### src/sv/e2c_pkg.sv
// shared types, constants and the arctangent table for the lookup pipeline
// no dependencies
package e2c_pkg;

    localparam int NW         = 15;   // clamped face size
    localparam int QW         = 18;   // signed q2.16 component
    localparam int CW         = 21;   // cordic datapath
    localparam int ZW         = 18;   // angle in 2^-16 turn
    localparam int RADW       = 36;   // radicand
    localparam int ROOTW      = 18;
    localparam int REMW       = 20;
    localparam int DIV_STEPS  = QW;
    localparam int SQRT_STEPS = ROOTW;

    localparam logic [1:0] REG_FACE_SIZE   = 2'd0;
    localparam logic [1:0] REG_PANO_WIDTH  = 2'd1;
    localparam logic [1:0] REG_PANO_HEIGHT = 2'd2;

    localparam logic [2:0] FACE_POS_X = 3'd0;
    localparam logic [2:0] FACE_NEG_X = 3'd1;
    localparam logic [2:0] FACE_POS_Y = 3'd2;
    localparam logic [2:0] FACE_NEG_Y = 3'd3;
    localparam logic [2:0] FACE_POS_Z = 3'd4;
    localparam logic [2:0] FACE_NEG_Z = 3'd5;

    typedef struct packed {
        logic            vld;
        logic            neg;
        logic            ovf;
        logic [NW-2:0]   rem;
        logic [QW-1:0]   low;
        logic [QW-1:0]   quo;
    } t_div_lane;

    typedef struct packed {
        logic                   vld;
        logic [RADW-1:0]        rad;
        logic [REMW-1:0]        rem;
        logic [ROOTW-1:0]       root;
        logic signed [QW-1:0]   dx;
        logic signed [QW-1:0]   dy;
        logic signed [QW-1:0]   dz;
    } t_sqrt_word;

    typedef struct packed {
        logic                   vld;
        logic                   zero;
        logic signed [CW-1:0]   x;
        logic signed [CW-1:0]   y;
        logic signed [ZW-1:0]   z;
    } t_cordic_word;

    // arctangent of 2^-i in 2^-16 turn
    function automatic logic signed [ZW-1:0] atan_step(input int idx);
        logic signed [ZW-1:0] a;
        case (idx)
            0:       a = 18'sd8192;
            1:       a = 18'sd4836;
            2:       a = 18'sd2555;
            3:       a = 18'sd1297;
            4:       a = 18'sd651;
            5:       a = 18'sd326;
            6:       a = 18'sd163;
            7:       a = 18'sd81;
            8:       a = 18'sd41;
            9:       a = 18'sd20;
            10:      a = 18'sd10;
            11:      a = 18'sd5;
            12:      a = 18'sd3;
            13:      a = 18'sd1;
            14:      a = 18'sd1;
            default: a = 18'sd0;
        endcase
        return a;
    endfunction

endpackage

### src/sv/e2c_div_cell.sv
// one restoring division step for the face coordinate quotient
// depends on e2c_pkg
module e2c_div_cell import e2c_pkg::*; (
    input  logic          i_clk,
    input  logic          i_rst_n,
    input  t_div_lane     i_lane,
    input  logic [NW-1:0] i_divisor,
    output t_div_lane     o_lane
);

    logic [NW-1:0] trial;
    logic [NW-1:0] diff;
    logic          take;
    t_div_lane     n_lane;
    t_div_lane     r_lane;

    // bring down one dividend bit and try the subtract
    always_comb begin
        trial  = {i_lane.rem, i_lane.low[QW-1]};
        diff   = trial - i_divisor;
        take   = (trial >= i_divisor);
        n_lane = i_lane;
        n_lane.rem = take ? diff[NW-2:0] : trial[NW-2:0];
        n_lane.low = {i_lane.low[QW-2:0], 1'b0};
        n_lane.quo = {i_lane.quo[QW-2:0], take};
    end

    always_ff @(posedge i_clk) begin
        if (!i_rst_n) begin
            r_lane <= '0;
        end else begin
            r_lane <= n_lane;
        end
    end

    assign o_lane = r_lane;

endmodule

### config.mk
export PLATFORM = sky130hd
export DESIGN_NAME = e2c_div_cell
export DESIGN_NICKNAME = d
export VERILOG_FILES = /design/src/sv/e2c_pkg.sv /design/src/sv/e2c_div_cell.sv
export SDC_FILE = /design/constraint.sdc
export NUM_CORES = 1
export LEC_CHECK = 0
export BUFFER_PORTS_ARGS = -buffer_cell sky130_fd_sc_hd__buf_2
export CAP_MARGIN = 30
export CORE_MARGIN = 2
export CORE_UTILIZATION = 25
export CTS_CLUSTER_SIZE = 14
export DETAILED_ROUTE_END_ITERATION = 6
export PLACE_DENSITY = 0.54
export SYNTH_ARGS = -nofsm -noshare
export SYNTH_HDL_FRONTEND = slang
export SYNTH_SLANG_ARGS = --single-unit
### constraint.sdc
create_clock -name i_clk -period 2.37 [get_ports i_clk]
set_input_delay 0.474 -clock i_clk [delete_from_list [all_inputs] [get_ports i_clk]]
set_output_delay 0.474 -clock i_clk [all_outputs]
set_load 0.05 [all_outputs]
[Word level (Yosys, flattened, before mapping)]
Cells that the tools add are included.
W data, S select, Z words.
Storage, ports and cells
  register bits after elaboration: 53
  word-level logic and storage cells: 10
  output and inout bits: 53
  bits of input ports: 70
Cells by class
  add/subtract/negate cells: 1
  muxes and demuxes: 1
  magnitude comparators: 1
Operators with widths (number)
  $ge A15 B15 Y1: 1
  $mux W14: 1
  $sub A14 B14 Y14: 1

[Longest topological paths before layout]
Gate-level depths: netlist (run 1).
  depth after elaboration: 2
  depth in mapped cells: 10
  gate-level depth less buffers: 10

[Worst setup path after synthesis (run 1)]
No wires, ideal clock.
  path type: input to register
  start: in i_divisor[1]
  end: reg r_lane (netlist bit o_lane[36])
  path slack: 35 ps
  buffers on the path: 1
  cell stages on the path: 9
  arrival time: 2255 ps
  cell sequence: inv_1 ha_1 nor2b_1 o2111a_1 or4_4 a211oi_2 buf_6 nor2_4 a211oi_2
Between the ends
  cells in the longest elaborated chain, start to end: 2
Ends and longest elaborated chain
  start: declaration: line e2c_div_cell.sv:7  | input logic [NW-1:0] i_divisor,
  $ge A15 B15 Y1: line e2c_div_cell.sv:21  | take = (trial >= i_divisor);
  $mux W14: line e2c_div_cell.sv:23  | n_lane.rem = take ? diff[NW-2:0] : trial[NW-2:0];
  end signal: assignment: line e2c_div_cell.sv:32  | r_lane <= n_lane;
  end: declaration: line e2c_div_cell.sv:15  | t_div_lane r_lane;
No other way between the ends.
A chain may end at the register's enable or synchronous reset.

[Final worst setup path (run 1)]
  start: in i_lane[36] in the netlist's numbering
  end: reg r_lane (netlist bit o_lane[48])
Between the ends
  cells in the longest elaborated chain, start to end: 2
  elaborated cells on any way between the ends: 3
Ends and longest elaborated chain
  start: declaration: line e2c_div_cell.sv:6  | input t_div_lane i_lane,
  $sub A14 B14 Y14 or $ge A15 B15 Y1 (tied branches): line e2c_div_cell.sv:20, e2c_div_cell.sv:21
  $mux W14 *: line e2c_div_cell.sv:23
Mark *: on every way between the ends. The rest lies on a longest branch, timed or not.

==> metrics.md, run 1 <==
| Metric | Value |
|---|---|
| Pre-antenna DRT Iters | `4` |
| Sw Ratio | `33.24%` |
| Reg clk slew, reported paths | `around 90 ps` |
| Initial antenna violation count | `0` |
| Total net switching power | `781.0 uW` |
| Kind of critical path | `in -> reg` |
| Fillcell total | `around 1,000` |
| Total power per unit cell area | `663.0 mW/mm^2` |
| Maxcap violations | `0` |
| Num ports | `123` |
| DP HPWL | `5.315 mm` |
| Total Die Area | `0.01060 sq mm` |
| Post-DR wirelength/cell | `11.57 um` |
| RSZ-0062 raised after global routing | `false` |
| Effective utilization at floorplan | `25.40%` |
| Top post-synthesis cells by area | `dfxtp_1 (43%), and2_1 (10%), ha_1 (8.2%)` |
| Clock Sink Count | `52` |
| Cell area after placement | `0.003422 sq mm` |
| Die Ht | `103.0 um` |
| Clock power share | `26.5%` |
| Share of cells above drive strength 1 | `~43%` |
| Worst min-delay path class | `in -> reg` |
| Synth Warn # | `0` |
| Routed via count | `2,322` |
| DRC viols | `0` |
| TritonCTS clock tree | `yes` |
| Yosys cell types | `47` |
| Setup violations, final | `0` |
| Hold buffers post-CTS | `0` |
| Gate power share | `between 30% and 40%` |
| Non-filler cells, final | `548` |
| Antenna fix cells | `0` |
| Vias per cell | `4.237` |
| Hold_ws | `368.4 ps` |
| Yosys reg bits | `between 50 and 60` |
| Placed Cells | `between 500 and 600` |
| Int Power | `1.568 mW` |
| Final WL | `about 6.3 mm` |
| GRT Overall Usage | `approximately 12%` |
| Final period utilization | `a little over nine tenths` |
| Max IR drop VDD | `0.2371 mV` |
| Num CTS Buffers | `5` |
| Top post-synthesis cells by count | `dfxtp_1 (52), and2_1 (39), inv_1 (21)` |
| Area leader, netlist | `dfxtp_1` |
| DP Worst Slack | `-210.2 ps` |
| Post-Synthesis Cells | `259` |
| Cell Area, Synth | `0.002449 sq mm` |
| Flop pwr share | `40.5%` |
| Worst Setup End Kind | `flip-flop` |
| Number of flip-flops in the largest register | `52` |
| Tot Pwr | `2.349 mW` |
| Post-CTS setup buffers | `0` |
| First-pass GRT wire length | `a little under 10 mm` |
| RePlAce Congestion | `0.8176` |
| Fin Setup TNS | `0 ps` |
| Initial DRC count | `56` |
| Asr flop ratio synth | `0%` |
| Status | `completed` |
| Placeable Area | `0.009639 sq mm` |
| Area share of the largest cell type after synthesis | `42.51%` |
| Syn nets | `346` |
| Avg Inst Size Synth | `9.454 sq um` |
| Sequential cell area | `0.001041 sq mm` |
| Placement Rows | `36` |
| Vias in the first global route | `2,185` |
| CP Data Required Time | `2550 ps` |
| Clock buffer depth | `2` |
| Setup ws final | `97.47 ps` |
| CP max FO | `7` |
| Port bufs | `120` |
| CTS root buf | `clkbuf_8` |
| Synth Flop Type | `dfxtp_1` |
| Post-synth EDFFs | `0` |
| Final #Nets | `501` |
| Most numerous cell in the Yosys netlist | `dfxtp_1` |
| GR Overflow Total | `0` |
| Fmax | `440.0 MHz` |
| Largest net degree at the start of global routing | `43` |
| Antenna viol nets, final | `0` |
| H-tree lvl count | `2` |
| Leakage power | `1.826 nW` |
| Final Slew Violations | `0` |
| CTS resizes | `0` |
| Area grow syn2layout | `44.71%` |
| Final instance area | `0.003543 sq mm` |
| Seq/Total Area, Yosys | `42.51%` |
| Critical path arrival | `~2500 ps` |
| Minimum clock period after layout | `2273 ps` |
| Core Util, Final | `36.76%` |
| Crit path launch type | `primary input` |
| Endpoints failing hold | `0` |
| Footprint of the multi-input gates | `0.001227 sq mm` |
| Die W | `approximately 100 um` |
[per-layer routing]
layer	vias up	GRT usage (%)	wire [um]
li1	1203	-	-
met1	1031	13.51	2813
met2	80	20.93	3047
met3	8	2.169	367
met4	0	4.453	112
met5	-	0	0
[kinds of logic (layout without fill, tap and decap cells)]
family,Yosys count,count (layout),share of synthesized area [%]
simple gates,79,79,19.26
compound gates,69,69,19.16
flops,52,52,42.51
buf+inv,34,190,7.358
fa+ha+maj,17,17,8.993
xor+xnor,6,6,2.147
other cells,1,1,0.1531
mux,1,1,0.4088
[worst max-delay path, cell delays in order]
cell and delay (ps):
buf_2 110, ha_1 300, nor2b_1 150, o2111a_1 250, or4_4 450, a211o_2 380, nand3_1 200, o22ai_1 130
[power by group through the flow]
stage | Combinational, mW | Clock, mW | Sequential [mW]
after global routing | 0.838 | 0.701 | 0.958
after CTS | 0.781 | 0.649 | 0.953
final | 0.775 | 0.623 | 0.951
after floorplan | 0.311 | 0 | 1.20
after global placement | 0.773 | 0 | 0.972
after detailed placement | 0.779 | 0 | 0.973
[cells in the final DEF, fill, tap and decap left out, types with 2 or more instances in the layout]
cell        n
a21oi_1    20
o41ai_1     2
nor2_1      8
a211oi_1    3
nand3_1     6
clkbuf_8    6
and2_1     39
a21o_1      9
nand4_1     2
o21a_1      2
xor2_1      3
nand2b_1    2
o21ai_0    12
a31oi_1     5
xnor2_1     3
nor3_1      2
buf_2     120
o22ai_1     4
ha_1       16
nand2_1     8
inv_1      21
dfxtp_1    52
o211ai_1    2
buf_4      41
o31a_1      2
a211oi_2    3
or4_1       3
[layout make-up]
cell class,count,area share (%)
Clock buffer,6,2.331
Clock inverter,2,1.095
Inverter,21,2.225
Multi-Input combinational cell,173,34.64
Sequential cell,52,29.38
Tap cell,133,4.696
Timing Repair Buffer,161,25.64
[final timing paths]
check                       from         end  slack (ps)  cells past startpoint
worst max-delay path  i_lane[36]  o_lane[48]         100                      8
worst min-delay path  i_lane[11]  o_lane[12]         370                      2
Power figures use the tool's default switching activity.
==> run 2: changes to the inputs <==
- REMOVE_ABC_BUFFERS: unset -> 1
==> run 2 against run 1 <==
Compared with the run above: setup slack got worse by 6.7 ps; clock-buffer cell count unchanged; flip-flop and latch count unchanged; routed wire length increased by 9.0%; sequential power about the same; design area decreased by 0.81%; global-route usage increased by 0.79 points; die area unchanged; via count increased by 1.0%; power decreased by 3.5%; critical path depth increased by 2; sequential share of layout area increased by 0.24 points; largest cell class unchanged.
==> metrics.md, run 2 (synthesized netlist as in run 1, its figures left out) <==
| Metric | Value |
|---|---|
| Die W | `103.0 um` |
| Crit path largest cell delay | `390 ps` |
| Worst Setup End Kind | `flip-flop` |
| Initial antenna violation count | `0` |
| Worst min-delay path class | `in -> reg` |
| Routed via count | `2,346` |
| Max transition margin | `66.79%` |
| Total Die Area | `0.01060 sq mm` |
| Total power per unit cell area | `roughly 640 mW/mm^2` |
| Worst-margin pin slew | `a little under 500 ps` |
| Fillcell total | `1,026` |
| RSZ-0062 raised after global routing | `false` |
| Maxcap violations | `0` |
| Final #Nets | `501` |
| Antenna viol nets, final | `0` |
| Placement Rows | `36` |
| Status | `completed` |
| H-tree lvl count | `2` |
| Most used cell, CP | `buf_4` |
| Sequential cell area | `0.001041 sq mm` |
| CP Cell Sequence | `buf_2, ha_1, nor2b_1, o2111a_1, buf_4, o31a_1, o41ai_1, buf_4, xor2_1, o22ai_1` |
| Crit path launch type | `primary input` |
| DP HPWL | `5.474 mm` |
| Critical-path top delay cell | `o41ai_1` |
| Final instance area | `0.003515 sq mm` |
| Initial DRC count | `103` |
| Minimum clock period after layout | `around 2300 ps` |
| DRC viols | `0` |
| Most frequent cells in the layout | `buf_2 (120), dfxtp_1 (52), buf_4 (40)` |
| CP max FO | `3` |
| Kind of critical path | `in -> reg` |
| Endpoints failing hold | `0` |
| Share of cells above drive strength 1 | `42.89%` |
| First-pass GRT wire length | `10.23 mm` |
| Final WL | `slightly below 7 mm` |
| Clock Sink Count | `52` |
| Clock buffer depth | `2` |
| Reg clk slew, reported paths | `100 ps` |
| Num CTS Buffers | `5` |
| Pre-antenna DRT Iters | `4` |
| Leakage power | `1.807 nW` |
| CTS root buf | `clkbuf_8` |
| Number of flip-flops in the largest register | `52` |
| Vias per cell | `roughly 4.3` |
| Die Ht | `103.0 um` |
| Effective utilization at floorplan | `25.40%` |
| Footprint of the multi-input gates | `0.001227 sq mm` |
| Port bufs | `120` |
| TritonCTS clock tree | `yes` |
| Vias in the first global route | `2,135` |
| Final period utilization | `96.17%` |
| Critical path arrival | `2480 ps` |
| Setup violations, final | `0` |
| Fmax | `438.7 MHz` |
| Hold buffers post-CTS | `0` |
| Area grow syn2layout | `43.54%` |
| DP Worst Slack | `-230.2 ps` |
| Final Slew Violations | `0` |
| GRT Overall Usage | `12.39%` |
| Commonest non-fill, non-tap cell in the layout | `buf_2` |
| Placeable Area | `0.009639 sq mm` |
| Largest net degree at the start of global routing | `43` |
| CP Data Required Time | `2570 ps` |
| Max IR drop VDD | `0.2682 mV` |
| Cell area after placement | `between 0.003 and 0.004 sq mm` |
| GR Overflow Total | `0` |
| Antenna fix cells | `0` |
| RePlAce Congestion | `0.8411` |
| Hold_ws | `357.6 ps` |
| Num ports | `123` |
| Post-DR wirelength/cell | `12.61 um` |
| Setup ws final | `between 90 and 100 ps` |
## run 2: cell count changes in the layout (fill, tap and decap cells not counted), sizes merged
cell      change
clkinvlp      +1
bufinv        -1
## run 2: final cells by class
class                   instances  area share, %
clock buffers                   6          2.065
clock inverters                 2         0.4628
inverters                      21          2.243
multi-input cells             173          34.92
flip-flops and latches         52          29.62
well taps                     133          4.735
repair buffers                161          25.95
## run 2: routing by layer
layer  routed length, um  up-vias  share of wire [%]  GRT usage, %
met2                2983      105                 43         19.68
met3                 627        8                9.1         3.525
met1                3205     1033                 46         16.11
li1                    -     1200                  -             -
met4                  95        0                1.4         4.251
met5                   0        -                  0             0
## run 2: final timing paths
path                   start    endpoint  slack (ps)  depth (start not counted)
setup / recovery  i_lane[36]  o_lane[45]          90                         10
hold / removal    i_lane[24]  o_lane[25]         360                          2
## run 2: timing repair
action	4_1_cts	5_1_grt
setup endpoints to repair	0	2
setup buffers	0	0
gates resized for setup	0	1
## run 2: through the flow
stage	instances	total power [mW]	utilization [%]	TNS (ps)
final	548	2.266	36.46	0
after global routing	548	2.407	36.46	0
after CTS	548	2.303	36.42	0
after detailed placement	540	1.763	35.50	-2613
after global placement	540	1.762	35.50	-2319
after floorplan	246	1.476	-	-982.2
## run 2: critical path, delay by kind of cell
family | cells | cell delay (ps)
xor+xnor | 1 | 140
fa+ha+maj | 1 | 290
compound gates | 4 | 980
simple gates | 1 | 140
buf+inv | 3 | 440
## run 2: power breakdown
part           internal (mW)  switching [mW]
Clock                  0.211           0.313
Combinational          0.296           0.496
Sequential             0.936          0.0135
Total                   1.44           0.823
