### config.mk
export PLATFORM = sky130hd
export DESIGN_NAME = e2c_sqrt_cell
export DESIGN_NICKNAME = d
export VERILOG_FILES = /design/src/sv/e2c_pkg.sv /design/src/sv/e2c_sqrt_cell.sv
export SDC_FILE = /design/constraint.sdc
export NUM_CORES = 1
export LEC_CHECK = 0
export BUFFER_PORTS_ARGS = -buffer_cell sky130_fd_sc_hd__buf_4
export CAP_MARGIN = 30
export CORE_MARGIN = 8
export CORE_UTILIZATION = 44
export DETAILED_ROUTE_END_ITERATION = 12
export GPL_TIMING_DRIVEN = 0
export PLACE_DENSITY_LB_ADDON = 0.1
export SLEW_MARGIN = 15
export SYNTH_ARGS = -nofsm -noshare
export SYNTH_HDL_FRONTEND = slang
export SYNTH_SLANG_ARGS = --single-unit
export TNS_END_PERCENT = 20
### constraint.sdc
create_clock -name i_clk -period 3.3 [get_ports i_clk]
set_input_delay 0.33 -clock i_clk [delete_from_list [all_inputs] [get_ports i_clk]]
set_output_delay 0.33 -clock i_clk [all_outputs]
set_load 0.005 [all_outputs]
### src/sv/e2c_pkg.sv
// shared types, constants and the arctangent table for the lookup pipeline
// no dependencies
package e2c_pkg;

    localparam int NW         = 15;   // clamped face size
    localparam int QW         = 18;   // signed q2.16 component
    localparam int CW         = 21;   // cordic datapath
    localparam int ZW         = 18;   // angle in 2^-16 turn
    localparam int RADW       = 36;   // radicand
    localparam int ROOTW      = 18;
    localparam int REMW       = 20;
    localparam int DIV_STEPS  = QW;
    localparam int SQRT_STEPS = ROOTW;

    localparam logic [1:0] REG_FACE_SIZE   = 2'd0;
    localparam logic [1:0] REG_PANO_WIDTH  = 2'd1;
    localparam logic [1:0] REG_PANO_HEIGHT = 2'd2;

    localparam logic [2:0] FACE_POS_X = 3'd0;
    localparam logic [2:0] FACE_NEG_X = 3'd1;
    localparam logic [2:0] FACE_POS_Y = 3'd2;
    localparam logic [2:0] FACE_NEG_Y = 3'd3;
    localparam logic [2:0] FACE_POS_Z = 3'd4;
    localparam logic [2:0] FACE_NEG_Z = 3'd5;

    typedef struct packed {
        logic            vld;
        logic            neg;
        logic            ovf;
        logic [NW-2:0]   rem;
        logic [QW-1:0]   low;
        logic [QW-1:0]   quo;
    } t_div_lane;

    typedef struct packed {
        logic                   vld;
        logic [RADW-1:0]        rad;
        logic [REMW-1:0]        rem;
        logic [ROOTW-1:0]       root;
        logic signed [QW-1:0]   dx;
        logic signed [QW-1:0]   dy;
        logic signed [QW-1:0]   dz;
    } t_sqrt_word;

    typedef struct packed {
        logic                   vld;
        logic                   zero;
        logic signed [CW-1:0]   x;
        logic signed [CW-1:0]   y;
        logic signed [ZW-1:0]   z;
    } t_cordic_word;

    // arctangent of 2^-i in 2^-16 turn
    function automatic logic signed [ZW-1:0] atan_step(input int idx);
        logic signed [ZW-1:0] a;
        case (idx)
            0:       a = 18'sd8192;
            1:       a = 18'sd4836;
            2:       a = 18'sd2555;
            3:       a = 18'sd1297;
            4:       a = 18'sd651;
            5:       a = 18'sd326;
            6:       a = 18'sd163;
            7:       a = 18'sd81;
            8:       a = 18'sd41;
            9:       a = 18'sd20;
            10:      a = 18'sd10;
            11:      a = 18'sd5;
            12:      a = 18'sd3;
            13:      a = 18'sd1;
            14:      a = 18'sd1;
            default: a = 18'sd0;
        endcase
        return a;
    endfunction

endpackage

### src/sv/e2c_sqrt_cell.sv
// one digit step of the integer square root, carrying the direction along
// depends on e2c_pkg
module e2c_sqrt_cell import e2c_pkg::*; (
    input  logic       i_clk,
    input  logic       i_rst_n,
    input  t_sqrt_word i_word,
    output t_sqrt_word o_word
);

    logic [REMW+1:0] cur;
    logic [REMW+1:0] trial;
    logic [REMW+1:0] diff;
    logic            take;
    t_sqrt_word      n_word;
    t_sqrt_word      r_word;

    // shift in two radicand bits and test against 4*root+1
    always_comb begin
        cur    = {i_word.rem, i_word.rad[RADW-1:RADW-2]};
        trial  = {2'b00, i_word.root, 2'b01};
        diff   = cur - trial;
        take   = (cur >= trial);
        n_word = i_word;
        n_word.rem  = take ? diff[REMW-1:0] : cur[REMW-1:0];
        n_word.root = {i_word.root[ROOTW-2:0], take};
        n_word.rad  = {i_word.rad[RADW-3:0], 2'b00};
    end

    always_ff @(posedge i_clk) begin
        if (!i_rst_n) begin
            r_word <= '0;
        end else begin
            r_word <= n_word;
        end
    end

    assign o_word = r_word;

endmodule

After elaboration in Yosys (flattened, before gate mapping)
Index checks and enable logic that the tools add are counted.
{"block": "op_classes", "mux": 1, "add_sub_neg": 1, "magnitude_cmp": 1}
{"operator": "$ge A22 B20 Y1", "count": 1}
{"operator": "$mux W20", "count": 1}
{"operator": "$sub A20 B20 Y20", "count": 1}
{"block": "word_totals", "elab_cells": 11, "regBits": 129, "input_bits": 131, "output_inout_bits": 129}

Logic depth before layout (Yosys ltp)
Gate-level depths: netlist (run 1).
{"block": "depth", "word_depth": 2, "depth_mapped": 10}

Worst setup path after synthesis (run 1)
OpenSTA, ideal clock, no wires.
{"block": "synth_timing", "path_type": "in2reg", "start": "in i_word[61] (netlist name)", "end": "reg r_word, in the netlist o_word[77]", "path_slack_ns": 0.889, "t_required_ns": 3.184, "path_buffers": 1, "cell_stages": 10, "arrival_time_ns": 2.295, "cell_sequence": "inv_1 ha_1 nand2_2 or4_4 nor3_2 o31ai_1 a31oi_4 buf_12 mux2i_1 nor2b_1"}
{"block": "synth_between", "elab_chain_cells": 2}
{"item": "start, declared", "line_no": "e2c_sqrt_cell.sv:6", "text": "input t_sqrt_word i_word,"}
{"item": "$ge A22 B20 Y1", "line_no": "e2c_sqrt_cell.sv:22", "text": "take = (cur >= trial);"}
{"item": "$mux W20", "line_no": "e2c_sqrt_cell.sv:24", "text": "n_word.rem = take ? diff[REMW-1:0] : cur[REMW-1:0];"}
{"item": "end signal, assigned", "line_no": "e2c_sqrt_cell.sv:33", "text": "r_word <= n_word;"}
{"item": "end, declared", "line_no": "e2c_sqrt_cell.sv:15", "text": "t_sqrt_word r_word;"}
Every way passes these cells.
A chain may end at the register's enable or synchronous reset.

Worst setup path after layout (run 1)
{"block": "layout_timing", "start": "in i_word[83] (netlist name)", "end": "reg r_word, in the netlist o_word[75]"}
Same word-level chain as after synthesis.

==> results of run 1 <==
## synthesized netlist by cell type (3+ instances only)
cell,count
xor2_1,8
dfxtp_1,127
nor2_1,12
nand3_1,5
nand2_1,22
o22ai_1,5
a21o_1,3
xnor2_1,10
ha_1,20
and2_1,107
a21oi_1,18
nor2b_1,15
o21ai_0,11
o21a_1,5
nor3_1,4
mux2i_1,12
o21bai_1,3
clkbuf_1,14
inv_1,23
## worst paths after layout
check,slack (ns),end,cells past startpoint,from
max,1.08,o_word[75],10,i_word[83]
min,0.02,o_word[50],2,i_word[50]
## layer usage
layer,wire length [µm],global-route usage
met1,5610,0.203
met2,8110,0.379
met3,1300,0.0926
met4,174,0.0672
met5,0,0
## placed cells by master (no fill, tap or decap), types with 12 or more instances in the layout
master         synthesis  routed
buf_4                  2     258
dfxtp_1              127     127
and2_1               107     107
inv_1                 23      23
nand2_1               22      22
ha_1                  20      20
a21oi_1               18      18
clkbuf_16              0      16
nor2b_1               15      15
clkbuf_1              14      14
dlygate4sd3_1          0      14
nor2_1                12      12
mux2i_1               12      12
## cells by family (layout without fill, tap and decap cells)
group	after synthesis	after routing	synth area share
buffers and inverters	43	345	0.0415
xor gates and xnor gates	18	18	0.0337
muxes	12	12	0.0257
AOI/OAI and AO/OA	59	59	0.0833
and+or+nand+nor	175	175	0.217
other	1	2	0.000802
adders and majority gates	20	20	0.0535
DFF	127	127	0.544
## timing repair
| action | CTS | global route |
|---|---|---|
| hold buffers | 10 | 4 |
| endpoints found under the hold margin | 10 | 4 |
| endpoints found under the setup margin | 0 | 0 |
## per-stage QoR
stage               hold slack [ns]   util  setup slack [ns]
finish                       0.0229  0.727              1.08
CTS                        0.000387  0.723              1.08
floorplan                     0.452      -             0.889
global route                0.00200  0.727             0.949
global placement              0.537  0.656             0.597
detailed placement            0.542  0.656             0.580
## cell type report
type	instances	area [µm²]
Buffer	19	104
Clock buffer	19	442
Clock inverter	13	154
Fill cell	781	2820
Inverter	24	90.1
Multi-Input combinational cell	286	1940
Sequential cell	127	2540
Tap cell	136	170
Timing Repair Buffer	270	2060
## power groups by stage
stage                     logic, mW  clock network [mW]  registers [mW]
after floorplan               0.286                   0            1.71
after global placement        0.647                   0            1.70
final                         0.673                1.84            1.67
after CTS                     0.675                1.86            1.67
after detailed placement      0.659                   0            1.70
after global routing          0.736                1.94            1.68
==> results.yml, run 1 <==
worst_setup_path:
  start_kind: "input pin"
  cpMaxStageDelayCell: "or4_4"
  crit_family: "simple AND/OR/NAND/NOR gates"
  required_ns: 3.70
  crit_path_max_fanout: 10
  critPathMaxStageDelay_ns: 0.54
  crit_chain: "buf_4, ha_1, nand2_1, or4_4, nor3_2, o31ai_1, a31oi_4, buf_12, mux2i_1, nor2b_1"
  path_buf_inv: 2
  cp-end-kind: "flip-flop"
  path_class: "in -> reg"
  critPathArrivalTime_ns: 2.62
logic_synthesis:
  synthesis.area_um2: 4670
  synthArstFlopShare: 0
  synth_top_cell_by_area: "dfxtp_1"
  synth_edf_count: 0
  synthCells: 455
  ys.flop_type: "dfxtp_1"
  synthTopCellsByArea: "dfxtp_1 54%, and2_1 14%, ha_1 5.4%"
  ys_types: 45
  yosysWarnings: 0
  synth.top_cell.area_share: 0.544
  yosysSeqAreaShare: 0.544
  synth.avg_cell_area_um2: 10.3
  ys_ff_latch: 127
route:
  wl_mm: 15.2
  drt_iter0_markers: 229
  vias: 4113
  wl_per_cell_um: 17.0
  first_pass_iters: 4
  viasPerCell: 4.60
  drcViolationCount: 0
  ant_nets: 0
sta:
  hold_viol: 0
  slew_viol_final: 0
  rsz0062_at_grt: "no"
  period_needed_ns: 2.22
  fin_crit_sh: 0.672
  setup_viol: 0
  fmax_mhz: 451
  finalSetupTns_ns: 0
grt:
  grt_util_all_layers: 0.207
  antenna_found_initial: 0
  grt_pass1_wl_mm: 23.1
  grt_max_degree: 17
  grt_pass1_vias: 4280
  overflow: 0
cts:
  h-tree-depth: 4
  numCtsBuffers: 17
  root_buffer: "clkbuf_8"
  clk_pin_slew_worst_paths_ns: 0.06
  clock-sinks: 127
  cts_tree: "built"
  clock_path_buffers: 2
  cts_resized: 0
  postCtsSetupBuffers: 0
die:
  core_um2: 10300
  fp.dieArea_um2: 14200
  start_util: 0.453
  rows: 37
  die_w_um: 119
  io_pins: 260
  die_y_um: 119
layout:
  syn2layout_area_growth_pct: 60.6
  largest_reg_flops: 127
  fin_nets: 896
  fin_area_um2: 7500
  diodes: 0
  drive_gt1_frac: 0.397
  instances_no_fill: 894
pwr:
  fin_total_pwr_mw: 4.18
  p_int_mw: 3.15
  combPwrFrac: 0.161
  vdd_drop_max_mv: 0.267
  power.net_switching_mw: 1.02
  swShare: 0.245
  p_clk_frac: 0.439
  p_leak_nw: 3.72
  power_frac_seq: 0.400
  power_density_nw_per_um2: 557
run:
  maxCapViolCount: 0
placed_design:
  dpl.hpwl_mm: 12.0
  portBuffers: 256
  place_area_um2: 6770
  place.gp.congestion: 0.905
  dp_cells: 848
worst_hold_path:
  hp-class: "in -> reg"
outcome:
  outcome: "completed"
Power figures use the tool's default switching activity.
==> inputs of run 2 (changes only) <==
--- a/config.mk
+++ b/config.mk
@@ -5,10 +5,11 @@
 export SDC_FILE = /design/constraint.sdc
 export NUM_CORES = 1
 export LEC_CHECK = 0
+export ABC_AREA = 1
 export BUFFER_PORTS_ARGS = -buffer_cell sky130_fd_sc_hd__buf_4
 export CAP_MARGIN = 30
 export CORE_MARGIN = 8
-export CORE_UTILIZATION = 44
+export CORE_UTILIZATION = 46
 export DETAILED_ROUTE_END_ITERATION = 12
 export GPL_TIMING_DRIVEN = 0
 export PLACE_DENSITY_LB_ADDON = 0.1
==> constraint.sdc (replaced) <==
create_clock -name i_clk -period 2.3 [get_ports i_clk]
set_input_delay 0.23 -clock i_clk [delete_from_list [all_inputs] [get_ports i_clk]]
set_output_delay 0.23 -clock i_clk [all_outputs]
set_load 0.005 [all_outputs]
==> run 2 against run 1 <==
Area after synthesis is 14% higher. Synthesized cell count up 57%. Global-route usage rose by 4.2 points. Largest cell class is now buffers. Worst hold slack worse by 0.0061 ns. Critical path depth is 6 higher.
==> results.yml, run 2 <==
outcome:
  outcome: "completed"
pwr:
  vdd_drop_max_mv: 0.595
  power_density_nw_per_um2: 698
  p_leak_nw: 5.29
  fin_total_pwr_mw: 6.30
logic_synthesis:
  yosysWarnings: 0
  synthMostInstantiatedCell: "nand2_1"
  synth.cells.most_frequent: "228 x nand2_1, 173 x inv_1, 127 x dfxtp_1"
  synthesis.area_um2: 5320
  synthTopCellsByArea: "dfxtp_1 48%, nand2_1 16%, inv_1 12%"
  synth.avg_cell_area_um2: 7.45
  synthCells: 714
  synthArstFlopShare: 0
  ys.flop_type: "dfxtp_1"
  synth_top_cell_by_area: "dfxtp_1"
  ys_ff_latch: 127
  synth_edf_count: 0
  ys_types: 34
  yosysSeqAreaShare: 0.478
  synth.top_cell.area_share: 0.478
placed_design:
  place_area_um2: 7420
  post-place-ws_ns: 0.297
  dpl.hpwl_mm: 12.7
  place.gp.congestion: 0.891
  portBuffers: 256
sta:
  layout_setup_ws_ns: 0.196
  worst_pin_slew_ns: 0.609
  hold_viol: 0
  fmax_mhz: 475
  fin_crit_sh: 0.915
  rsz0062_at_grt: "no"
  slew_viol_final: 0
  relSlewSlack: 0.594
  finalSetupTns_ns: 0
  period_needed_ns: 2.10
  setup_viol: 0
worst_setup_path:
  crit_top_cell: "nand2_1"
  critPathArrivalTime_ns: 2.41
  start_kind: "input pin"
  path_buf_inv: 5
  path_depth: 16
  cp-end-kind: "flip-flop"
  crit_chain: "dlygate4sd3_1, buf_4, inv_1, ha_1, nand2_2, nor2_2, nand2_1, nand3_2, nand2_1, nand2_2, nand2_4, nand2_8, buf_6, nand3_1, nand2_1, inv_1"
  required_ns: 2.61
  path_class: "in -> reg"
  crit_path_max_fanout: 10
  crit_family: "buffers and inverters"
  critPathMaxStageDelay_ns: 0.57
  cpMaxStageDelayCell: "dlygate4sd3_1"
worst_hold_path:
  hp-class: "in -> reg"
  hold_path_depth: 3
grt:
  antenna_found_initial: 0
  overflow: 0
  grt_util_all_layers: 0.248
  grt_pass1_wl_mm: 28.7
  grt_max_degree: 17
  grt_pass1_vias: 5697
die:
  core_um2: 11400
  rows: 39
  io_pins: 260
  die_y_um: 124
  die_w_um: 124
  start_util: 0.468
  fp.dieArea_um2: 15300
layout:
  largest_reg_flops: 127
  fin_nets: 1241
  final_common_cell: "buf_4"
  final_cell_mix: "258 x buf_4, 228 x nand2_1, 173 x inv_1"
  syn2layout_area_growth_pct: 69.8
  fin_area_um2: 9020
  drive_gt1_frac: 0.309
run:
  maxCapViolCount: 0
cts:
  numCtsBuffers: 17
  clock-sinks: 127
  clock_path_buffers: 2
  root_buffer: "clkbuf_16"
  h-tree-depth: 4
  clk_pin_slew_worst_paths_ns: 0.05
  cts_tree: "built"
route:
  vias: 5503
  drt_iter0_markers: 232
  ant_nets: 0
  drcViolationCount: 0
  first_pass_iters: 4
  wl_per_cell_um: 15.5
  wl_mm: 19.3
  viasPerCell: 4.41
run 2: cell types whose count changed after synthesis, sizes merged, moves of 5 or more:
cell,change
a21oi,-5
and2,-107
inv,+157
mux2i,-12
nand2,+215
nand3,+11
nand3b,+7
nor2,+46
nor2b,-15
o21a,-5
o22ai,-5
xnor2,-8
run 2: logic make-up (layout without fill, tap and decap cells):
| group | Yosys count | count (layout) | synth area share |
|---|---|---|---|
| and+or+nand+nor | 326 | 326 | 0.280 |
| buffers and inverters | 201 | 589 | 0.150 |
| DFF | 127 | 127 | 0.478 |
| AOI/OAI and AO/OA | 30 | 30 | 0.0299 |
| adders and majority gates | 20 | 20 | 0.0471 |
| xor gates and xnor gates | 9 | 9 | 0.0148 |
| other | 1 | 3 | 0.000705 |
run 2: path summary, 6_finish.rpt:
| check | slack, ns | start | to |
|---|---|---|---|
| worst max-delay path | 0.20 | i_word[56] | o_word[90] |
| worst min-delay path | 0.02 | i_word[43] | o_word[43] |
run 2: area by class of cell:
class	instances	area [µm²]
diodes	1	2.50
plain buffers	19	110
clock buffers	24	492
clock inverters	8	105
fillers	740	2340
inverters	182	686
multi-input cells	387	1990
flip-flops and latches	127	2540
well taps	143	179
repair buffers	356	2920
run 2: routing by layer:
metal / GRT usage / part of all wire / up-vias
met5: 0 / 0 / -
met4: 0.131 / 0.037 / 0
met3: 0.0858 / 0.085 / 49
met2: 0.463 / 0.52 / 211
met1: 0.235 / 0.35 / 2444
li1: - / - / 2799
run 2: where the power goes:
group          internal [mW]  switching (mW)  leakage (nW)
Clock                   1.71           0.965         0.283
Sequential              2.35          0.0447          1.06
Combinational          0.645           0.585          3.95
run 2: stage by stage:
stage / util / std cells / hold WS, ns
6_report: 0.794 / 1247 / 0.0167
5_1_grt: 0.794 / 1246 / 0.0109
4_1_cts: 0.792 / 1245 / 0.00226
3_5_place_dp: 0.653 / 1114 / 0.414
3_3_place_gp: 0.653 / 1114 / 0.410
2_1_floorplan: - / 715 / 0.323
run 2: repair_timing:
item	4_1_cts	5_1_grt
endpoints found under the setup margin	0	4
hold buffers	99	1
gates resized for setup	0	1
setup buffers	0	0
endpoints found under the hold margin	99	1
run 2: tightest hold or removal path, stage by stage:
cell and delay, ns:
buf_4 0.08, nand2_1 0.05, inv_1 0.04
==> inputs of run 3 (changes only) <==
--- a/config.mk
+++ b/config.mk
@@ -6,11 +6,11 @@
 export NUM_CORES = 1
 export LEC_CHECK = 0
 export ABC_AREA = 1
-export BUFFER_PORTS_ARGS = -buffer_cell sky130_fd_sc_hd__buf_4
 export CAP_MARGIN = 30
 export CORE_MARGIN = 8
-export CORE_UTILIZATION = 46
+export CORE_UTILIZATION = 63
 export DETAILED_ROUTE_END_ITERATION = 12
+export DONT_BUFFER_PORTS = 1
 export GPL_TIMING_DRIVEN = 0
 export PLACE_DENSITY_LB_ADDON = 0.1
 export SLEW_MARGIN = 15
==> run 3 against run 2 <==
Clock power grew 3%. Cell count decreased by 22%. Sequential share of layout area rose by 6.6 points. Largest cell class is now flip-flops and latches. Core utilization grew 9.6 points. First-iteration DRC count rose by 100%. Design area fell by 19%. Fmax grew 15%. Count of clock-buffer cells in the layout down 6. Combinational power fell by 28%. Global-route usage up 9.4 points. Sequential cell count is the same. Via count fell by 5.8%.
==> results.yml, run 3 (same netlist as run 2, synthesis figures left out) <==
die:
  die_w_um: 108
  core_um2: 8220
  fp.dieArea_um2: 11600
  die_y_um: 108
  io_pins: 260
  start_util: 0.647
  rows: 33
pwr:
  vdd_drop_max_mv: 0.537
  p_leak_nw: 4.13
  p_clk_frac: 0.454
  p_int_mw: 4.34
  power_frac_seq: 0.402
  power_density_nw_per_um2: 837
  fin_total_pwr_mw: 6.12
  swShare: 0.291
  combPwrFrac: 0.145
  power.net_switching_mw: 1.78
sta:
  rsz0062_at_grt: "no"
  fin_crit_sh: 0.793
  setup_viol: 0
  whs_ns: 0.169
  worst_pin_slew_ns: 0.645
  layout_setup_ws_ns: 0.477
  finalSetupTns_ns: 0
  relSlewSlack: 0.570
  period_needed_ns: 1.82
  hold_viol: 0
  slew_viol_final: 0
  fmax_mhz: 548
route:
  vias: 5183
  ant_nets: 0
  wl_mm: 20.7
  wl_per_cell_um: 21.2
  drcViolationCount: 0
  viasPerCell: 5.30
  drt_iter0_markers: 468
  first_pass_iters: 5
cts:
  postCtsSetupBuffers: 0
  clk_pin_slew_worst_paths_ns: 0.06
  h-tree-depth: 4
  clock-sinks: 127
  numCtsBuffers: 17
  root_buffer: "clkbuf_8"
  clock_path_buffers: 2
  cts_tree: "built"
grt:
  grt_max_degree: 17
  grt_pass1_vias: 5414
  grt_pass1_wl_mm: 30.2
  overflow: 0
  antenna_found_initial: 0
  grt_util_all_layers: 0.342
worst_setup_path:
  crit_top_cell: "nand2_1"
  required_ns: 2.77
  crit_path_max_fanout: 4
  path_class: "in -> reg"
  cp-end-kind: "flip-flop"
  start_kind: "input pin"
  critPathArrivalTime_ns: 2.29
  critPathMaxStageDelay_ns: 0.58
  cpMaxStageDelayCell: "dlygate4sd3_1"
  crit_chain: "dlygate4sd3_1, inv_1, ha_1, nor2_1, o21ai_0, nand2_1, nand2_1, nand2_1, nand2_1, nand2_1, nand2_1, nand2_1, nor2_1"
layout:
  fin_nets: 1011
  diodes: 0
  syn2layout_area_growth_pct: 37.5
  final_common_cell: "nand2_1"
  drive_gt1_frac: 0.0997
  final_cell_mix: "228 x nand2_1, 173 x inv_1, 127 x dfxtp_1"
  largest_reg_flops: 127
  n_fill_cell: 380
placed_design:
  place.gp.congestion: 0.885
  post-place-ws_ns: 0.386
  portBuffers: 0
  dpl.hpwl_mm: 11.2
run:
  maxCapViolCount: 0
outcome:
  outcome: "completed"
worst_hold_path:
  hp-class: "in -> reg"
-- run 3: cell types whose count changed in the layout (fill, tap and decap cells not counted), sizes merged --
cell / change
buf: -256
dlygate4sd3: +26
inv: +8
clkbuf: -6
clkinv: -1
clkinvlp: -1
diode: -1
-- run 3: worst max-delay path, delay by kind of cell --
family / cells / cell delay [ns]
AND/OR/NAND/NOR: 9 / 0.83
buffers and inverters: 2 / 0.68
adder cells (fa/ha/maj): 1 / 0.23
AO/OA/AOI/OAI: 1 / 0.33
-- run 3: path summary, 6_finish.rpt --
| path | slack (ns) | startpoint | to | depth (start not counted) |
|---|---|---|---|---|
| worst max-delay path | 0.48 | i_word[126] | o_word[88] | 13 |
| worst min-delay path | 0.17 | i_word[86] | o_word[88] | 6 |
-- run 3: power groups by stage --
stage	logic, mW	registers [mW]	clock network [mW]
after floorplan	0.517	2.45	0
final	0.885	2.46	2.77
after global routing	0.956	2.47	2.88
after global placement	0.608	2.50	0
after detailed placement	0.623	2.50	0
after CTS	0.809	2.45	2.70
-- run 3: repair_timing --
action / 4_1_cts / 5_1_grt
gates resized for setup: 0 / 0
endpoints found under the hold margin: 126 / 0
hold buffers: 126 / 0
endpoints found under the setup margin: 0 / 0
-- run 3: cell type report --
type | instances | area (µm²) | area share
Sequential cell | 127 | 2540 | 0.348
Multi-Input combinational cell | 387 | 1980 | 0.271
Timing Repair Buffer | 126 | 1260 | 0.173
Inverter | 182 | 686 | 0.0938
Clock buffer | 18 | 428 | 0.0586
Clock inverter | 14 | 168 | 0.0229
Tap cell | 105 | 131 | 0.0180
Buffer | 19 | 110 | 0.0151
-- run 3: per-layer routing --
| metal | global-route usage | share of wire | vias up |
|---|---|---|---|
| li1 | - | - | 2343 |
| met1 | 0.333 | 0.33 | 2334 |
| met2 | 0.595 | 0.50 | 412 |
| met3 | 0.135 | 0.12 | 94 |
| met4 | 0.214 | 0.054 | 0 |
| met5 | 0 | 0 | - |
-- run 3: stage by stage --
step	utilization	std cells	area, µm²
3_3_place_gp	0.663	820	5450
4_1_cts	0.889	978	7310
6_report	0.889	978	7310
5_1_grt	0.889	978	7310
2_1_floorplan	-	715	5320
3_5_place_dp	0.663	820	5450
