==> config.mk <==
export PLATFORM = sky130hd
export DESIGN_NAME = e2c_cordic_cell
export DESIGN_NICKNAME = d
export VERILOG_FILES = /design/src/sv/e2c_pkg.sv /design/src/sv/e2c_cordic_cell.sv
export SDC_FILE = /design/constraint.sdc
export NUM_CORES = 1
export LEC_CHECK = 0
export CAP_MARGIN = 20
export CELL_PAD_IN_SITES_DETAIL_PLACEMENT = 1
export CELL_PAD_IN_SITES_GLOBAL_PLACEMENT = 2
export CORE_UTILIZATION = 40
export DETAILED_ROUTE_END_ITERATION = 8
export DONT_BUFFER_PORTS = 1
export GPL_TIMING_DRIVEN = 0
export PLACE_DENSITY_LB_ADDON = 0.1
export SYNTH_ARGS = -nofsm -noshare
export SYNTH_HDL_FRONTEND = slang
export SYNTH_SLANG_ARGS = --single-unit
==> constraint.sdc <==
create_clock -name i_clk -period 7.6 [get_ports i_clk]
set_clock_uncertainty 0.2 [all_clocks]
set_input_delay 1.9 -clock i_clk [delete_from_list [all_inputs] [get_ports i_clk]]
set_output_delay 1.9 -clock i_clk [all_outputs]
set_load 0.02 [all_outputs]
==> src/sv/e2c_pkg.sv <==
// shared types, constants and the arctangent table for the lookup pipeline
// no dependencies
package e2c_pkg;

    localparam int NW         = 15;   // clamped face size
    localparam int QW         = 18;   // signed q2.16 component
    localparam int CW         = 21;   // cordic datapath
    localparam int ZW         = 18;   // angle in 2^-16 turn
    localparam int RADW       = 36;   // radicand
    localparam int ROOTW      = 18;
    localparam int REMW       = 20;
    localparam int DIV_STEPS  = QW;
    localparam int SQRT_STEPS = ROOTW;

    localparam logic [1:0] REG_FACE_SIZE   = 2'd0;
    localparam logic [1:0] REG_PANO_WIDTH  = 2'd1;
    localparam logic [1:0] REG_PANO_HEIGHT = 2'd2;

    localparam logic [2:0] FACE_POS_X = 3'd0;
    localparam logic [2:0] FACE_NEG_X = 3'd1;
    localparam logic [2:0] FACE_POS_Y = 3'd2;
    localparam logic [2:0] FACE_NEG_Y = 3'd3;
    localparam logic [2:0] FACE_POS_Z = 3'd4;
    localparam logic [2:0] FACE_NEG_Z = 3'd5;

    typedef struct packed {
        logic            vld;
        logic            neg;
        logic            ovf;
        logic [NW-2:0]   rem;
        logic [QW-1:0]   low;
        logic [QW-1:0]   quo;
    } t_div_lane;

    typedef struct packed {
        logic                   vld;
        logic [RADW-1:0]        rad;
        logic [REMW-1:0]        rem;
        logic [ROOTW-1:0]       root;
        logic signed [QW-1:0]   dx;
        logic signed [QW-1:0]   dy;
        logic signed [QW-1:0]   dz;
    } t_sqrt_word;

    typedef struct packed {
        logic                   vld;
        logic                   zero;
        logic signed [CW-1:0]   x;
        logic signed [CW-1:0]   y;
        logic signed [ZW-1:0]   z;
    } t_cordic_word;

    // arctangent of 2^-i in 2^-16 turn
    function automatic logic signed [ZW-1:0] atan_step(input int idx);
        logic signed [ZW-1:0] a;
        case (idx)
            0:       a = 18'sd8192;
            1:       a = 18'sd4836;
            2:       a = 18'sd2555;
            3:       a = 18'sd1297;
            4:       a = 18'sd651;
            5:       a = 18'sd326;
            6:       a = 18'sd163;
            7:       a = 18'sd81;
            8:       a = 18'sd41;
            9:       a = 18'sd20;
            10:      a = 18'sd10;
            11:      a = 18'sd5;
            12:      a = 18'sd3;
            13:      a = 18'sd1;
            14:      a = 18'sd1;
            default: a = 18'sd0;
        endcase
        return a;
    endfunction

endpackage

==> src/sv/e2c_cordic_cell.sv <==
// one vectoring cordic micro-rotation with its arctangent step
// depends on e2c_pkg
module e2c_cordic_cell import e2c_pkg::*; #(
    parameter int STAGE = 0
) (
    input  logic         i_clk,
    input  logic         i_rst_n,
    input  t_cordic_word i_word,
    output t_cordic_word o_word
);

    logic signed [CW-1:0] xs;
    logic signed [CW-1:0] ys;
    t_cordic_word         n_word;
    t_cordic_word         r_word;

    // rotate towards the x axis, accumulating the angle
    always_comb begin
        xs     = i_word.x >>> STAGE;
        ys     = i_word.y >>> STAGE;
        n_word = i_word;
        if (!i_word.y[CW-1]) begin
            n_word.x = i_word.x + ys;
            n_word.y = i_word.y - xs;
            n_word.z = i_word.z + atan_step(STAGE);
        end else begin
            n_word.x = i_word.x - ys;
            n_word.y = i_word.y + xs;
            n_word.z = i_word.z - atan_step(STAGE);
        end
    end

    always_ff @(posedge i_clk) begin
        if (!i_rst_n) begin
            r_word <= '0;
        end else begin
            r_word <= n_word;
        end
    end

    assign o_word = r_word;

endmodule

# Word level (Yosys, flattened, before mapping)
# Index checks and enable logic that the tools add are counted.
[word_totals]
reg_bits = 62
out_inout_bits = 62
word_cells = 11
in_bits = 64
[op_classes]
addsub = 5
n_mux = 1
[ops]
columns = ["operator", "count"]
rows = [
  ["$mux 60", 1],
  ["$sub 21x21->21", 2],
  ["$add 21x21->21", 1],
  ["$add 18x15->18 const B", 1],
  ["$sub 18x15->18 const B", 1],
]

# Depth between registers and ports, before layout
# Gate-level depths: netlist (run 1).
[depth]
ltp_word = 2
depth_mapped = 11
mapped_depth_nobuf = 10

# Least setup slack after synthesis (run 1)
# OpenSTA, ideal clock, no wires.
[synth_path]
path_type = "input to register"
from = "input i_word[18] in the netlist's numbering"
to = "register r_word (netlist bit o_word[57])"
arrival_ns = 3.844
setup_ns = 0.072
path_stages = 9
path_slack_ns = 3.484
n_path_buf = 0
cell_sequence = "ha_1 > fa_1 > nor3b_1 > o31ai_2 > a21oi_1 > o211ai_2 > a21oi_1 > a311oi_1 > mux2i_1"
[synth_between]
elab_chain_len = 2
elab_cells_between_ends = 3
cone_classes = "2 x add/sub; 1 x mux"
[synth_lines]
columns = ["item", "line", "source"]
rows = [
  ["start, declared", "e2c_cordic_cell.sv:8", "input t_cordic_word i_word,"],
  ["$add 21x21->21 or $sub 21x21->21 (tied branches)", "e2c_cordic_cell.sv:23, e2c_cordic_cell.sv:27", ""],
  ["$mux 60 *", "e2c_cordic_cell.sv:22", "if (!i_word.y[CW-1]) begin"],
  ["end signal, assigned", "e2c_cordic_cell.sv:37", "r_word <= n_word;"],
  ["end, declared", "e2c_cordic_cell.sv:15", "t_cordic_word r_word;"],
]
# Every way passes the cells marked *; elsewhere a longest branch is shown, timed or not.
# A chain may end at the register's enable or synchronous reset.

# Worst setup path after layout (run 1)
# Ends and elaborated chain as after synthesis.

==> run metrics, run 1 <==
status complete, no violations; slowest cell on the critical path fa_1; CP arrival 4.50 ns; FFs w/ async S/R, synth 0%; vias 4888; GPL Wtd Cong 0.8742; min cycle time layout 4.429 ns; GRT Total Usage 27.24%; largest delay contributor family on the critical path compound AO/OA/AOI/OAI gates; Post-Syn Area per Cell 7.973 µm²; vias per std cell 5.744; Synth Area in Adders 18.56%; Worst setup EP type flop; area leader, netlist dfxtp_1; remaining antenna violation count 0; chip width 117.0 µm; DIE AREA 13680 µm²; wire per inst 21.34 µm; period utilisation layout 58.28%; TritonCTS clock tree done; initial antenna violation count 0; cts repair resizes 0; post-synthesis sequential area ratio 23.10%; number of synthesized register bits 61; largest net degree at the start of global routing 12; Max Slew Vio Count 0; max reg flops 61; final wirelength 18160 µm; Port-buffer cells 0; Layout fillers 1559; final hold vios 0; CP Launch Type input pin; Achievable Freq 225.8 MHz; setup TNS 0 ns; Max Cap Viol 0; Critical Path RT 7.67 ns; starting DRC count in detailed routing 296; root buf cell clkbuf_16; Core ar. 12770 µm²; WP depth 9; Leakage 2.619 nW; drt pass-1 iters 4; Slew @ Worst Pin 0.8268 ns; main combinational cell family by area after synthesis compound AO/OA/AOI/OAI gates; post-DP HPWL 14600 µm; Critical Path Source i_word[18]; # nets final 814; Layout area overhead 9.775%; crit-path cells ha_1 > fa_1 > nor3b_1 > o31ai_2 > a21oi_1 > o211ai_2 > a21oi_1 > a311oi_1 > mux2i_1; Antenna Cells 0; Clock transition at path regs 0.06 ns; Buf/Inv on CP 0; multi-input gate area in the final layout 3635 µm²; CTS Buf Count 9; Worst Hold Path Cells 1; XOR/XNOR share of the synthesized area 3.479%; critical setup path kind in2reg; Post-CTS Hold Buffers 0; Main synth FF type dfxtp_1; Post-synth top cells a21oi_1 (72), ha_1 (72), inv_1 (67), dfxtp_1 (61), nor2_1 (60); simple-gate portion of the synthesized area 18.20%; Clock Tree Buf Depth 2; number of enable flip-flop cells after synthesis 0; DP Worst Slack 2.943 ns; count of final setup violators 0; Rows 41; Overflow after GRT 0; Mapped Area 5286 µm²; Initial Util 41.39%; H-Tree Depth 3; relative slew slack 44.88%; compound-cell area share of the yosys netlist 24.71%; # clock sinks 61; final worst setup slack 3.171 ns; ranking of synthesized cells by area dfxtp_1 (23%), ha_1 (17%), a21oi_1 (6.8%), inv_1 (4.8%), nor2_1 (4.3%); global-route wire length before repair 27630 µm; synthesized instance count 663; setup bufs post-CTS 0; I/O pin cnt 126; Crit Path Max Fanout 4; Synthesized Nets 803; RSZ-0062 raised after global routing no; P per Cell Area 202.2 nW/µm²; vias in the first global route 5026; cell mode on critical path a21oi_1; worst setup path endpoint o_word[57]; Distinct cells, synth 72; layout cells sized above 1 8.247%; die height 117.0 µm; Remaining DRCs 0; Yosys top cell area share 23.10%; Peak VDD IR 0.09086 mV; slowest cell delay on critical path 0.47 ns; hold crit path type in2reg; storage element area 1221 µm²; post-synthesis mux area share 3.811%; synth warn 0
[through the flow]
stage | std cells | hold slack [ns] | power (mW) | util [%] | cell area, µm²
global placement | 835 | 1.775 | 0.7496 | 43.07 | 5502
CTS | 851 | 1.442 | 1.180 | 45.43 | 5803
floorplan | 663 | 1.772 | 0.6616 | - | 5286
global route | 851 | 1.436 | 1.234 | 45.43 | 5803
finish | 851 | 1.444 | 1.173 | 45.43 | 5803
detailed placement | 835 | 1.781 | 0.7575 | 43.07 | 5502
[cells in the final DEF, fill, tap and decap left out, types with 12 or more instances in the layout]
| master | synthesis | final |
|---|---|---|
| and2_1 | 16 | 16 |
| xnor2_1 | 14 | 14 |
| nand2_1 | 38 | 38 |
| clkbuf_1 | 11 | 12 |
| ha_1 | 72 | 72 |
| mux2i_1 | 19 | 19 |
| o21ai_0 | 34 | 34 |
| nor3_1 | 12 | 12 |
| inv_1 | 67 | 67 |
| a21oi_1 | 72 | 72 |
| nor2_1 | 60 | 60 |
| dfxtp_1 | 61 | 61 |
[report_power, final]
part	switching [mW]	internal (mW)
clock network	0.154	0.263
registers	0.0606	0.357
logic	0.213	0.126
total	0.427	0.746
[kinds of logic (layout without fill, tap and decap cells)]
kind of cell | Yosys count | in the layout
AO/OA/AOI/OAI | 195 | 195
AND/OR/NAND/NOR | 189 | 189
buffers and inverters | 101 | 117
adder cells (fa/ha/maj) | 76 | 76
flip-flops | 61 | 61
XOR/XNOR | 21 | 21
multiplexers | 20 | 20
[worst min-delay path by stage]
| stage | startpoint | end | slack (ns) |
|---|---|---|---|
| 2_1_floorplan | i_word[13] | o_word[13] | 1.77 |
| 6_report | i_word[13] | o_word[13] | 1.44 |
| 4_1_cts | i_word[13] | o_word[13] | 1.44 |
| 3_3_place_gp | i_word[13] | o_word[13] | 1.78 |
| 5_1_grt | i_word[13] | o_word[13] | 1.44 |
| 3_5_place_dp | i_word[13] | o_word[13] | 1.78 |
[metal layers]
layer / routed length [µm] / GRT usage [%]
met1: 7847 / 33.12
met2: 8758 / 46.86
met3: 979 / 5.252
met4: 571 / 11.65
met5: 0 / 0
[area by class of cell]
class | instances | share of cell area, %
Clock inverter | 5 | 1.013
Clock buffer | 11 | 4.183
Inverter | 68 | 4.398
Sequential cell | 61 | 21.04
Tap cell | 172 | 3.708
Multi-Input combinational cell | 501 | 62.63
Buffer | 33 | 3.019
Note: power is estimated with default switching activity, not from simulation.
==> run 2: changes to the inputs <==
- ABC_AREA: not set -> 1
- CORE_UTILIZATION: 40 -> 30
- clock period: 7.6 -> 3.65 ns (I/O delays scaled with it)
==> run 2 against run 1 <==
Compared with the run above:
- clock-buffer cell count down 2
- cell count increased by 47%
- synthesized cell count is 47% higher
- sequential power rose by 100%
- total power grew 120%
- core utilization decreased by 11 points
- largest cell class unchanged
==> run metrics, run 2 <==
status complete, no violations (unchanged); drt pass-1 iters 5 (was 4); DIE AREA 20210 µm² (was 13680 µm²); Layout fillers 2548 (was 1559); initial antenna violation count 0 (unchanged); number of enable flip-flop cells after synthesis 0 (unchanged); RSZ-0062 raised after global routing no (unchanged); post-synthesis sequential area ratio 20.72% (was 23.10%); vias per std cell 4.655 (was 5.744); # clock sinks 61 (unchanged); largest net degree at the start of global routing 13 (was 12); remaining antenna violation count 0 (unchanged); Rows 50 (was 41); vias 5824 (was 4888); Max Cap Viol 0 (unchanged); Post-CTS Hold Buffers 0 (unchanged); root buf cell clkbuf_16 (unchanged); min cycle time layout 2.744 ns; period utilisation layout 75.19%; DP Worst Slack 0.5799 ns (was 2.943 ns); Layout area overhead 11.02% (was 9.775%); GRT Total Usage 21.98% (was 27.24%); FFs w/ async S/R, synth 0% (unchanged); ranking of synthesized cells by area dfxtp_1 (21%), nand2_1 (19%), ha_1 (15%), inv_1 (11%), a21oi_1 (6.8%) (was dfxtp_1 (23%), ha_1 (17%), a21oi_1 (6.8%), inv_1 (4.8%), nor2_1 (4.3%)); Post-Syn Area per Cell 6.044 µm² (was 7.973 µm²); setup TNS 0 ns (unchanged); Layout Utilization 34.51% (was 45.43%); max reg flops 61 (unchanged); Critical Path RT 3.70 ns (was 7.67 ns); Peak VDD IR 0.2102 mV (was 0.09086 mV); most frequent cell after synthesis nand2_1; count of final setup violators 0 (unchanged); setup bufs post-CTS 0 (unchanged); Mapped Area 5893 µm² (was 5286 µm²); Remaining DRCs 0 (unchanged); CTS Buf Count 9 (unchanged); final worst setup slack 0.9056 ns (was 3.171 ns); final wirelength 21380 µm (was 18160 µm); chip width 142.2 µm (was 117.0 µm); final hold vios 0 (unchanged); Worst setup EP type flop (unchanged); vias in the first global route 5908 (was 5026); cts repair resizes 0 (unchanged); starting DRC count in detailed routing 261 (was 296); Synthesized Nets 1115 (was 803); CP arrival 2.79 ns (was 4.50 ns); relative slew slack 49.44% (was 44.88%); Distinct cells, synth 32 (was 72); Port-buffer cells 0 (unchanged); Core ar. 18960 µm² (was 12770 µm²); Post-synth top cells nand2_1 (295), inv_1 (168), nor2_1 (94), a21oi_1 (80), ha_1 (72) (was a21oi_1 (72), ha_1 (72), inv_1 (67), dfxtp_1 (61), nor2_1 (60)); Fin Hold WS 0.4426 ns (was 1.444 ns); Overflow after GRT 0 (unchanged); Crit Path Max Fanout 9 (was 4); I/O pin cnt 126 (unchanged); Initial Util 31.09% (was 41.39%); most common cell after layout, fill and taps aside nand2_1; most frequent cells in the layout nand2_1 (295), inv_1 (168), nor2_1 (94) (was a21oi_1 (72), ha_1 (72), inv_1 (67)); global-route wire length before repair 33240 µm (was 27630 µm); number of synthesized register bits 61 (unchanged); wire per inst 17.09 µm (was 21.34 µm); post-DP HPWL 18010 µm (was 14600 µm); # nets final 1126 (was 814); Clock transition at path regs 0.07 ns (was 0.06 ns); Yosys top cell area share 20.72% (was 23.10%); Slew @ Worst Pin 0.7584 ns (was 0.8268 ns); P per Cell Area 392.2 nW/µm² (was 202.2 nW/µm²); placed cell count 1235 (was 835); Main synth FF type dfxtp_1 (unchanged); Post-Layout Cell Count 1251 (was 851); synthesized instance count 975 (was 663); die height 142.2 µm (was 117.0 µm); Clock Tree Buf Depth 2 (unchanged); Max Slew Vio Count 0 (unchanged); hold crit path type in2reg (unchanged); Antenna Cells 0 (unchanged); critical setup path kind in2reg (unchanged); CP Launch Type input pin (unchanged); layout cells sized above 1 5.146% (was 8.247%); TritonCTS clock tree done (unchanged); H-Tree Depth 3 (unchanged); Leakage 3.626 nW (was 2.619 nW); area leader, netlist dfxtp_1 (unchanged); synth warn 0 (unchanged); GPL Wtd Cong 0.8432 (was 0.8742); Achievable Freq 364.4 MHz
## run 2: cell count changes after synthesis, moves of 12 or more
cell     change
nand2_1    +257
inv_1      +101
nand3_1     +66
nor2_1      +34
mux2i_1     -19
and2_1      -14
xnor2_1     -13
xor2_1      +12
## run 2: cell families (layout without fill, tap and decap cells)
family / after synthesis / in the layout / synth area share, %
flip-flops: 61 / 61 / 20.72
XOR/XNOR: 20 / 20 / 2.972
adder cells (fa/ha/maj): 76 / 76 / 16.65
AO/OA/AOI/OAI: 130 / 130 / 11.72
AND/OR/NAND/NOR: 488 / 488 / 33.93
buffers and inverters: 200 / 216 / 14.01
## run 2: power by group
group / leakage, nW / switching, mW / total (mW) / internal, mW
clock network: 0.156 / 0.334 / 0.935 / 0.601
logic: 2.96 / 0.537 / 0.784 / 0.247
registers: 0.509 / 0.111 / 0.847 / 0.736
total: 3.63 / 0.982 / 2.57 / 1.58
## run 2: metal layers
metal  GRT usage [%]  part of all wire [%]  wire length (µm)
met5               0                     0                 0
met4           4.244                  0.96               205
met3           3.668                   4.4               944
met2           36.76                    46              9757
met1           29.61                    49             10470
## run 2: area by class of cell
cell class | instances | area [µm²] | share of cell area, %
multi-input cells | 714 | 3846 | 58.79
flip-flops and latches | 61 | 1221 | 18.67
inverters | 168 | 630.6 | 9.639
well taps | 260 | 325.3 | 4.972
clock buffers | 9 | 225.2 | 3.442
plain buffers | 32 | 195.2 | 2.983
clock inverters | 7 | 98.84 | 1.511
## run 2: final timing paths
check / slack, ns / depth (start not counted) / start / to
max: 0.91 / 11 / i_word[20] / o_word[29]
min: 0.44 / 1 / i_word[13] / o_word[13]
## run 2: metrics by stage
| step | instance area (µm²) | power [mW] |
|---|---|---|
| after global placement | 6218 | 1.647 |
| after floorplan | 5893 | 1.411 |
| after global routing | 6543 | 2.743 |
| final | 6543 | 2.566 |
| after CTS | 6543 | 2.603 |
| after detailed placement | 6218 | 1.650 |
## run 2: worst max-delay path, cell delays in order
cell and delay [ns]:
inv_1 0.02, ha_1 0.27, buf_4 0.17, inv_1 0.09, nor2_1 0.06, a21oi_1 0.43, nand2_1 0.14, nand3_2 0.15
xor2_1 0.22, nand2_1 0.09, a21oi_1 0.24
==> run 3: changes to the inputs <==
- ABC_AREA: 1 -> 0
- CORE_UTILIZATION: 30 -> 34
- clock period: 3.65 -> 2.28 ns (I/O delays scaled with it)
==> run 3 against run 2 <==
Compared with the run above:
- the run now ends with negative setup slack left
- first-iteration DRC count is 30% lower
- via count is 13% lower
- clock-buffer cell count grew 3
- largest cell class unchanged
- die area is 21% lower
- flip-flop and latch count unchanged
- critical path type unchanged
- non-clock buffer count grew 36
- core utilization increased by 12 points
- worst setup slack worse by 1.2 ns
==> run metrics, run 3 (synthesis results as in run 1) <==
Port-buffer cells 0 (unchanged); Layout fillers 1753 (was 2548); Critical Path Source i_word[18] (was i_word[20]); vias per std cell 5.625 (was 4.655); # clock sinks 61 (unchanged); Crit Path Max Fanout 4 (was 9); Clock Tree Buf Depth 2 (unchanged); largest delay contributor family on the critical path compound AO/OA/AOI/OAI gates (unchanged); post-DP HPWL 14850 µm (was 18010 µm); max reg flops 61 (unchanged); period utilisation layout 113.6%; DP Area 5872 µm² (was 6218 µm²); Critical Path RT 2.33 ns (was 3.70 ns); Worst setup EP type flop (unchanged); Post-Layout Cell Count 901 (was 1251); Core ar. 15200 µm² (was 18960 µm²); most common cell after layout, fill and taps aside dfxtp_1 (was nand2_1); Max Slew Vio Count 0 (unchanged); Slew @ Worst Pin 0.7794 ns (was 0.7584 ns); # nets final 849 (was 1126); Layout Utilization 46.91% (was 34.51%); starting DRC count in detailed routing 183 (was 261); Worst Hold Launch i_word[13] (unchanged); slowest cell on the critical path fa_2 (was a21oi_1); relative slew slack 48.04% (was 49.44%); DIE AREA 16050 µm² (was 20210 µm²); Clock transition at path regs 0.05 ns (was 0.07 ns); Design Area, Final 7131 µm² (was 6543 µm²); CP arrival 2.64 ns (was 2.79 ns); Hold Crit Endpoint o_word[13] (unchanged); total power 4.419 mW (was 2.566 mW); Initial Util 34.77% (was 31.09%); global-route wire length before repair 29310 µm (was 33240 µm); final wirelength 19220 µm (was 21380 µm); drt pass-1 iters 4 (was 5); largest net degree at the start of global routing 11 (was 13); Fin Hold WS 0.1134 ns (was 0.4426 ns); RSZ-0062 raised after global routing yes (was no); H-Tree Depth 3 (unchanged); hold crit path type in2reg (unchanged); Rows 45 (was 50); Buf/Inv on CP 0 (was 3); min cycle time layout 2.591 ns; crit-path cells ha_4 > fa_2 > nor3b_4 > o31ai_4 > a21oi_2 > o211ai_2 > a21oi_2 > a311oi_2 > mux2i_1 (was inv_1 > ha_1 > buf_4 > inv_1 > nor2_1 > a21oi_1 > nand2_1 > nand3_2 > xor2_1 > nand2_1 > a21oi_1); setup TNS -4.416 ns (was 0 ns); Overflow after GRT 0 (unchanged); critical setup path kind in2reg (unchanged); GRT Total Usage 23.82% (was 21.98%); slowest cell delay on critical path 0.40 ns (was 0.43 ns); WL met2 9534 µm (was 9757 µm); final worst setup slack -0.3109 ns (was 0.9056 ns); Layout area overhead 34.89% (was 11.02%); Peak VDD IR 0.3495 mV (was 0.2102 mV); CTS Buf Count 9 (unchanged); GPL Wtd Cong 0.8482 (was 0.8432); P per Cell Area 619.8 nW/µm² (was 392.2 nW/µm²); CP Launch Type input pin (unchanged); Leakage 2.996 nW (was 3.626 nW); most frequent cells in the layout dfxtp_1 (61), ha_1 (56), nor2_1 (55) (was nand2_1 (295), inv_1 (168), nor2_1 (94)); vias 5068 (was 5824); TritonCTS clock tree done (unchanged); final hold vios 0 (unchanged); Remaining DRCs 0 (unchanged); cell mode on critical path a21oi_2; Max Used Layer met4 (unchanged); root buf cell clkbuf_16 (unchanged); wire per inst 21.33 µm (was 17.09 µm); Max Cap Viol 0 (unchanged); chip width 126.7 µm (was 142.2 µm); DP Worst Slack -0.7495 ns (was 0.5799 ns); Achievable Freq 386.0 MHz; count of final setup violators 28 (was 0); remaining antenna violation count 0 (unchanged); I/O pin cnt 126 (unchanged); DR WL met3 765 µm (was 944 µm); violated checks negative setup slack; status finished with violations (was complete, no violations); Antenna Cells 0 (unchanged); Worst Hold Path Cells 1 (unchanged); wire length on met1 8529 µm (was 10470 µm); initial antenna violation count 1 (was 0); layout cells sized above 1 31.00% (was 5.146%); die height 126.7 µm (was 142.2 µm); placed cell count 851 (was 1235); vias in the first global route 5355 (was 5908)
-- run 3: cell types whose count changed in the layout (fill, tap and decap cells not counted), sizes merged, moves of 10 or more --
cell    before  now
nand2      297   39
inv        169   65
nand3       72    5
nor2        96   60
buf         23   56
mux2i        0   19
and2         2   17
xnor2        1   14
xor2        19    7
nor2b        0   11
a211oi       1   11
nand2b       0   10
-- run 3: where the power goes --
part	internal (mW)	switching [mW]	total [mW]
Combinational	0.665	0.886	1.55
Sequential	1.19	0.196	1.39
Clock	1.01	0.470	1.48
Total	2.87	1.55	4.42
-- run 3: what timing repair did --
action,CTS,global route
pin swaps,49,29
endpoints found under the setup margin,31,32
cloned,0,0
gates resized for setup,114,46
hold buffers,0,0
setup buffers,29,9
-- run 3: worst max-delay path by stage --
stage,end,slack [ns],cells past startpoint
floorplan,o_word[57],-0.34,9
global placement,o_word[57],-0.77,9
detailed placement,o_word[57],-0.75,9
CTS,o_word[57],-0.26,9
global route,o_word[57],-0.39,9
finish,o_word[57],-0.31,9
-- run 3: per-layer routing --
metal	vias to the layer above	track usage, %
met4	0	7.283
met5	-	0
li1	2393	-
met3	35	3.754
met1	2478	29.09
met2	162	42.83
-- run 3: area by class of cell --
class,instances,area [µm²],share of cell area (%)
tap,188,235.2,3.299
multi-input combinational,501,4481,62.84
clock buffer,12,256.5,3.597
inverter,68,321.6,4.510
sequential,61,1221,17.13
buffer,31,242.7,3.404
timing repair buffer,37,304.0,4.264
clock inverter,3,68.82,0.9651
